$ cat config.mk
export PLATFORM = sky130hd
export DESIGN_NAME = xor_linear_basis_top
export DESIGN_NICKNAME = d
export VERILOG_FILES = /design/src/rtl/xlb_pkg.sv /design/src/rtl/xor_linear_basis_top.sv /design/src/rtl/xlb_slot_mem.sv
export VERILOG_INCLUDE_DIRS = /design/src /design/src/rtl
export SDC_FILE = /design/constraint.sdc
export NUM_CORES = 2
export LEC_CHECK = 0
export BUFFER_PORTS_ARGS = -buffer_cell sky130_fd_sc_hd__buf_4
export CAP_MARGIN = 10
export CELL_PAD_IN_SITES_DETAIL_PLACEMENT = 0
export CELL_PAD_IN_SITES_GLOBAL_PLACEMENT = 2
export CORE_AREA = 2 2 322 403
export DETAILED_ROUTE_END_ITERATION = 16
export DIE_AREA = 0 0 324 405
export HOLD_SLACK_MARGIN = 0.12
export PLACE_DENSITY_LB_ADDON = 0.1
export SYNTH_ARGS = -nofsm -noshare
export SYNTH_HDL_FRONTEND = slang
export SYNTH_SLANG_ARGS = --single-unit
$ cat constraint.sdc
create_clock -name clk -period 13.58 [get_ports clk]
set_clock_uncertainty 0.05 [all_clocks]
set_input_delay 3.395 -clock clk [delete_from_list [all_inputs] [get_ports clk]]
set_output_delay 3.395 -clock clk [all_outputs]
set_load 0.02 [all_outputs]
$ cat src/rtl/xor_linear_basis_top_assert.svh
// Assertion helpers for the basis top level; both expect clk and arst_n in scope.
`ifndef XOR_LINEAR_BASIS_TOP_ASSERT_SVH
`define XOR_LINEAR_BASIS_TOP_ASSERT_SVH

// same-cycle implication
`define XLB_ASSERT_NOW(lbl, ante, cons, msg) \
	lbl: assert property (@(posedge clk) disable iff (!arst_n) (ante) |-> (cons)) \
		else $error(msg);

// next-cycle implication
`define XLB_ASSERT_NEXT(lbl, ante, cons, msg) \
	lbl: assert property (@(posedge clk) disable iff (!arst_n) (ante) |=> (cons)) \
		else $error(msg);

`endif

$ cat src/rtl/xlb_pkg.sv
package xlb_pkg;

	localparam int VEC_FW  = 36;
	localparam int IDX_FW  = 6;
	localparam int RANK_FW = 6;

	localparam logic [1:0] OP_INSERT = 2'd0;
	localparam logic [1:0] OP_QUERY  = 2'd1;
	localparam logic [1:0] OP_REDUCE = 2'd2;
	localparam logic [1:0] OP_READ   = 2'd3;

	typedef struct packed {
		logic [1:0]        operation;
		logic [VEC_FW-1:0] vector_in;
		logic [IDX_FW-1:0] slot_index;
	} cmd_t;

	typedef struct packed {
		logic               flag;
		logic [RANK_FW-1:0] rank;
		logic [VEC_FW-1:0]  slot_value;
	} result_t;

endpackage

$ cat src/rtl/xor_linear_basis_top.sv
// Channel   Ports                      Moves
// command   start, busy, cmd           one item in when start & !busy
// result    done, result               one item out, valid the cycle done is high
//
// Insert and query walk one pivot slot per cycle from the top.
// Reduce visits each slot below the top one as a pivot, from slot WIDTH-2 down, and, for every
// nonzero pivot i, each higher slot once.
// The pace is set by the single read port of the slot memory.
// Reset clears the slot valid bits at once; no clearing pass. The receiver cannot stall.
module xor_linear_basis_top #(
	parameter int WIDTH = 36
) (
	input  logic           clk,
	input  logic           arst_n,
	input  logic           start,
	output logic           busy,
	input  xlb_pkg::cmd_t  cmd,
	output logic           done,
	output xlb_pkg::result_t result
);
	import xlb_pkg::*;

	localparam int AW     = $clog2(WIDTH);
	localparam int RANK_W = $clog2(WIDTH + 1);
	localparam logic [AW-1:0] TOP_IDX = AW'(WIDTH - 1);
	localparam logic [AW-1:0] SUB_IDX = AW'(WIDTH - 2);

	localparam logic [2:0] ST_IDLE = 3'd0;
	localparam logic [2:0] ST_WALK = 3'd1;
	localparam logic [2:0] ST_RD   = 3'd2;
	localparam logic [2:0] ST_RPIV = 3'd3;
	localparam logic [2:0] ST_RJ   = 3'd4;

	logic [2:0]        state_q, state_d;
	logic [1:0]        op_q;
	logic [WIDTH-1:0]  v_q, v_d;
	logic [WIDTH-1:0]  piv_q;
	logic [AW-1:0]     piv_idx_q;
	logic [AW-1:0]     rd_idx_q;
	logic              oor_q;
	logic [RANK_W-1:0] rank_q, rank_d;
	logic              done_q;
	result_t           result_q, result_d;

	logic              accept;
	logic              finish;
	logic              piv_load;
	logic              in_oor;
	logic              cur_bit;
	logic [WIDTH-1:0]  vin_w;
	logic [AW-1:0]     rd_addr;
	logic              wr_en;
	logic [WIDTH-1:0]  wr_data;
	logic [WIDTH-1:0]  slot;
	logic              slot_vld;

	xlb_slot_mem #(
		.WIDTH (WIDTH),
		.AW    (AW)
	) u_mem (
		.clk      (clk),
		.arst_n   (arst_n),
		.wr_en    (wr_en),
		.wr_addr  (rd_idx_q),
		.wr_data  (wr_data),
		.rd_addr  (rd_addr),
		.rd_data  (slot),
		.rd_valid (slot_vld)
	);

	assign busy    = (state_q != ST_IDLE);
	assign accept  = start && !busy;
	assign vin_w   = WIDTH'(cmd.vector_in);
	assign in_oor  = (7'(cmd.slot_index) >= 7'(WIDTH));
	assign cur_bit = v_q[rd_idx_q];

	always_comb begin
		state_d  = state_q;
		v_d      = v_q;
		rank_d   = rank_q;
		rd_addr  = '0;
		wr_en    = 1'b0;
		wr_data  = v_q;
		finish   = 1'b0;
		piv_load = 1'b0;
		result_d = '0;
		case (state_q)
			ST_IDLE: begin
				if (accept) begin
					v_d = vin_w;
					case (cmd.operation)
						OP_INSERT, OP_QUERY: begin
							rd_addr = TOP_IDX;
							state_d = ST_WALK;
						end
						OP_REDUCE: begin
							rd_addr = SUB_IDX;
							state_d = ST_RPIV;
						end
						default: begin
							rd_addr = in_oor ? '0 : AW'(cmd.slot_index);
							state_d = ST_RD;
						end
					endcase
				end
			end
			ST_WALK: begin
				if (cur_bit && !slot_vld) begin
					// first empty pivot met: an insert stores the remainder here
					finish = 1'b1;
					if (op_q == OP_INSERT) begin
						wr_en         = 1'b1;
						rank_d        = rank_q + RANK_W'(1);
						result_d.flag = 1'b1;
					end
				end else begin
					if (cur_bit) begin
						v_d = v_q ^ slot;
					end
					if (rd_idx_q == '0) begin
						finish        = 1'b1;
						result_d.flag = (op_q == OP_QUERY);
					end else begin
						rd_addr = rd_idx_q - AW'(1);
					end
				end
			end
			ST_RD: begin
				finish              = 1'b1;
				result_d.slot_value = oor_q ? '0 : VEC_FW'(slot);
			end
			ST_RPIV: begin
				if (slot_vld) begin
					piv_load = 1'b1;
					rd_addr  = rd_idx_q + AW'(1);
					state_d  = ST_RJ;
				end else if (rd_idx_q == '0) begin
					finish = 1'b1;
				end else begin
					rd_addr = rd_idx_q - AW'(1);
				end
			end
			ST_RJ: begin
				wr_en   = slot_vld && slot[piv_idx_q];
				wr_data = slot ^ piv_q;
				if (rd_idx_q == TOP_IDX) begin
					if (piv_idx_q == '0) begin
						finish = 1'b1;
					end else begin
						rd_addr = piv_idx_q - AW'(1);
						state_d = ST_RPIV;
					end
				end else begin
					rd_addr = rd_idx_q + AW'(1);
				end
			end
			default: begin
				state_d = ST_IDLE;
			end
		endcase
		if (finish) begin
			state_d = ST_IDLE;
		end
		result_d.rank = RANK_FW'(rank_d);
	end

	always_ff @(posedge clk or negedge arst_n) begin
		if (!arst_n) begin
			state_q  <= ST_IDLE;
			rank_q   <= '0;
			done_q   <= 1'b0;
			rd_idx_q <= '0;
		end else begin
			state_q  <= state_d;
			rank_q   <= rank_d;
			done_q   <= finish;
			rd_idx_q <= rd_addr;
		end
	end

	always_ff @(posedge clk) begin
		v_q <= v_d;
		if (accept) begin
			op_q  <= cmd.operation;
			oor_q <= in_oor;
		end
		if (piv_load) begin
			piv_q     <= slot;
			piv_idx_q <= rd_idx_q;
		end
		if (finish) begin
			result_q <= result_d;
		end
	end

	assign done   = done_q;
	assign result = result_q;

`include "xor_linear_basis_top_assert.svh"

	`XLB_ASSERT_NOW(a_done_idle, done_q, !busy, "result strobe while still busy")
	`XLB_ASSERT_NOW(a_rank_bound, 1'b1, rank_q <= RANK_W'(WIDTH), "rank beyond WIDTH")
	`XLB_ASSERT_NEXT(a_accept_busy, accept, busy, "accepted item did not start work")
	`XLB_ASSERT_NOW(a_rank_step, done_q && result_q.flag && op_q == OP_INSERT,
		rank_q == $past(rank_q) + RANK_W'(1), "insert flagged without rank step")

endmodule

$ cat src/rtl/xlb_slot_mem.sv
module xlb_slot_mem #(
	parameter int WIDTH = 36,
	parameter int AW    = $clog2(WIDTH)
) (
	input  logic             clk,
	input  logic             arst_n,
	input  logic             wr_en,
	input  logic [AW-1:0]    wr_addr,
	input  logic [WIDTH-1:0] wr_data,
	input  logic [AW-1:0]    rd_addr,
	output logic [WIDTH-1:0] rd_data,
	output logic             rd_valid
);

	logic [WIDTH-1:0] mem_q [WIDTH];
	logic [WIDTH-1:0] valid_q;
	logic [WIDTH-1:0] rd_data_q;
	logic             rd_valid_q;

	always_ff @(posedge clk) begin
		if (wr_en) begin
			mem_q[wr_addr] <= wr_data;
		end
		rd_data_q <= mem_q[rd_addr];
	end

	// a slot never written reads as empty
	always_ff @(posedge clk or negedge arst_n) begin
		if (!arst_n) begin
			valid_q    <= '0;
			rd_valid_q <= 1'b0;
		end else begin
			if (wr_en) begin
				valid_q[wr_addr] <= 1'b1;
			end
			rd_valid_q <= valid_q[rd_addr];
		end
	end

	assign rd_valid = rd_valid_q;
	assign rd_data  = rd_valid_q ? rd_data_q : '0;

endmodule

==> results.md <==
- For this block, the routed nets add up to 191900 um of wire.
- The number of buffer and inverter instances along the worst setup path is 5.
- The initial antenna violation count came to 3.
- The number of global-route vias before repair is 37.81k.
- After routing, the total negative slack on setup checks comes to 0 ns.
- The remaining global-route overflow is 0.
- The most frequently used cell type in the post-synthesis netlist is sky130_fd_sc_hd__nand2_1.
- The placer congestion estimate is 0.8109.
- For this configuration, the core starts out at a cell density of 0.4752.
- The worst min-delay path class is flop to flop.
- The half-perimeter wire length of the detailed placement result is 91970 um.
- The wire length of the first global-routing pass is 272200 um.
- The post-placement cell area is 63730 sq um.
- Of all nets on the critical path, the largest fanout is 95.
- Registers take 44690 sq um.
- From left edge to right edge, the die measures 324 um.
- The first routing iteration left 4591 violations.
- The worst-skew pair later-pin latency is 0.79 ns.
- The critical path's slowest cell is sky130_fd_sc_hd__buf_4.
- In the final layout, the share of cells above drive strength 1 is 0.1121.
- The count of final max-slew check failures is 0.
- The DRC violation count after routing is 0.
- The post-cts sizing count is 0.
- The routed wirelength normalized by instance count is 28.12 um.
- The number of flops mapped to enable cells by yosys is 1420.
- The tightest slew margin relative to the limit is 0.1715.
- The net total in the final layout is 5035.
- For the worst flop-to-flop path, the logic depth is 11.
- The floorplan step defined a die boundary enclosing 131200 sq um.
- The kind of critical path is primary input to flop.
- The type of element launching the critical path is a primary input.
- The number of setup violations in the final report is 0.
- The finished cells cover 68740 sq um.
- The clock drives 1509 sinks.
- The pre-antenna-repair detailed-routing pass consisted of 6 iterations.
- The number of stages on the worst hold path is 1.
- Counting instances in the post-synthesis netlist gives the leading cell types as sky130_fd_sc_hd__nand2_1, sky130_fd_sc_hd__edfxtp_1, sky130_fd_sc_hd__a21oi_1.
- The most common flop cell mapped by yosys is sky130_fd_sc_hd__edfxtp_1.
- The hold violation total from the final report is 0.
- The deepest level of the CTS H-tree is 4.
- The row count is 147.
- Setup repair after global routing left no endpoint under its margin.
- Walking the worst path, the cells encountered are buf_4 -> nor2b_1 -> nand2_1 -> inv_1 -> nand2_1 -> o221a_2 -> o31a_2 -> buf_4 -> buf_4 -> buf_4 -> nand2_1 -> a21oi_1 -> o21ai_0 -> nand4_1 -> a221o_1.
- Yosys mapped the design onto 71 distinct sky130hd cell types.
- After synthesis, the cell types taking the most area are sky130_fd_sc_hd__edfxtp_1, sky130_fd_sc_hd__nand2_1, sky130_fd_sc_hd__a21oi_1, sky130_fd_sc_hd__dfrtp_1, sky130_fd_sc_hd__o21ai_0.
- The maximum number of pins on one net before global-route repair is 212.
- From bottom edge to top edge, the die measures 405 um.
- Counting I/O delays and the setup requirement, the final critical path takes 7.077 ns.
- The number of cells on the critical path is 15.
- In the synthesized netlist the async set-or-reset flop fraction comes to 0.03512.
- The hold buffer count at CTS is 0.
- The average size of a mapped cell is 12.33 sq um.
- The core area is 127800 sq um.
- The cell count after synthesis is 4927.
- The pin slew with the least headroom to its limit is 1.240 ns.
- STA classifies the critical path endpoint as a flop.
- The maximum cell stage delay along the critical path is 0.92 ns.
- The area growth from synthesis to layout is 13.15%.
- The dominant delay contributor by cell family on the critical path is buffers and inverters.
- The area share of the leading cell type in the synthesized netlist is 0.7019.
- TritonCTS built the clock tree.
- The clock slew at the register clock pins of the worst setup and hold paths is 0.06 ns.
- 0 antenna diodes ended up in the layout.
- During placement, the flow inserted port buffers numbering 91.
- The tool flagged a number of max-cap violations equal to 0.
- In this run the count of I/O pins placed on the die edge is 92.
- The leakage power figure is 23.96 nW.
- The run finished with clean final reports.
- The number of nets handed over by synthesis was 4980.
- The netlist area before placement is 60750 sq um.
- After detailed routing, the number of vias per cell comes to 5.794.
- The fill cell total of the finished layout is 10.93k.
- The number of clock buffers inserted by TritonCTS is 152.
- The number of nets still failing antenna checks after routing is 0.
- Dividing the final minimum period by the clock period gives 0.5211.
- The power density of the placed cells is 240.9 nW/um^2.
- The Yosys warning count is 0.
- The clock root buffer master is sky130_fd_sc_hd__clkbuf_16.
- The synthesized flop and latch total is 1509.
- The highest achievable clock rate is 141.3 MHz.
- The cell taking the most area after synthesis is sky130_fd_sc_hd__edfxtp_1.
- The routed layout has 39.53k vias.
- At the worst endpoint, the arrival time is 7.76 ns.
- In the global route stage, overall resource usage came out at 0.2924.
- The share of the yosys chip area belonging to registers is 0.7356.
- For the worst setup path, the data required time is 14.26 ns.
- The worst-case clock buffer depth is 3.
- The number of setup buffers added after CTS is 0.
- The peak supply drop is 0.2984 mV.
- The multi-input combinational cells in the finished layout cover a total of 15110 sq um.
- The most frequent cell on the critical path is sky130_fd_sc_hd__buf_4.
-- cells by family after synthesis --
group	synth area share
flip-flops	0.7356
multiplexers	0.007620
buffers and inverters	0.02486
XOR/XNOR	0.01283
adder cells (fa/ha/maj)	0.001236
AND/OR/NAND/NOR	0.1320
AO/OA/AOI/OAI	0.08580
-- flip-flops by register name, indices dropped and copies added, names as in the netlist, 3 cells and up --
signal	count
piv_idx_q	6
piv_q	36
rank_q	6
rd_idx_q	6
result	43
state_q	3
u_mem.mem_q	1296
u_mem.rd_data_q	36
u_mem.valid_q	36
v_q	36
-- metal layers --
metal / global-route usage / vias to the layer above / share of wire
met2: 0.4851 / 1465 / 0.49
met5: 0 / - / 0
li1: - / 17700 / -
met1: 0.4028 / 20090 / 0.42
met3: 0.03934 / 277 / 0.068
met4: 0.08626 / 0 / 0.026
-- where the power goes --
part	internal (mW)	total, mW	switching [mW]
combinational	1.63	6.20	4.57
sequential	5.86	6.12	0.254
clock	2.45	4.24	1.79
total	9.94	16.6	6.61
-- cells in the final DEF (no fill, tap or decap), drive strengths merged, types with 36 or more instances in the layout --
cell type and instances:
nand2 1474, edfxtp 1420, a21oi 557, o21ai 339
nand3 236, clkbuf 215, buf 204, nor2 131
xor2 78, inv 54, dfrtp 53, clkinv 44
nand4 40, or2 39, dfxtp 36
-- final timing paths --
path,slack [ns],endpoint,startpoint
max in group asynchronous,10.31,u_mem.rd_valid,arst_n
min,0.41,u_mem.valid_q[17],u_mem.valid_q[17]
min reg2reg,0.41,u_mem.valid_q[17],u_mem.valid_q[17]
min in group asynchronous,2.60,rank_q[5],arst_n
max,6.50,u_mem.rd_data_q[28],start
max reg2reg,7.24,u_mem.mem_q[19][14],rd_idx_q[0]
-- per-stage QoR --
| step | utilization | worst slack (ns) | cells | hold WS [ns] | power, mW |
|---|---|---|---|---|---|
| floorplan | - | 6.981 | 4927 | 0.3696 | 10.17 |
| global route | 0.5377 | 6.119 | 6823 | 0.4309 | 17.36 |
| finish | 0.5377 | 6.503 | 6823 | 0.4141 | 16.56 |
| detailed placement | 0.4986 | 5.744 | 6541 | 0.4020 | 12.40 |
| CTS | 0.5377 | 6.583 | 6823 | 0.4174 | 16.63 |
| global placement | 0.4986 | 5.802 | 6541 | 0.3967 | 12.38 |
-- layout make-up --
class	count	share of cell area
tap	1713	0.03118
inverter	48	0.002912
sequential	1509	0.6501
clock buffer	215	0.06280
multi-input combinational	3067	0.2198
clock inverter	67	0.009993
timing repair buffer	204	0.02319
(Power assumes the default switching activity.)
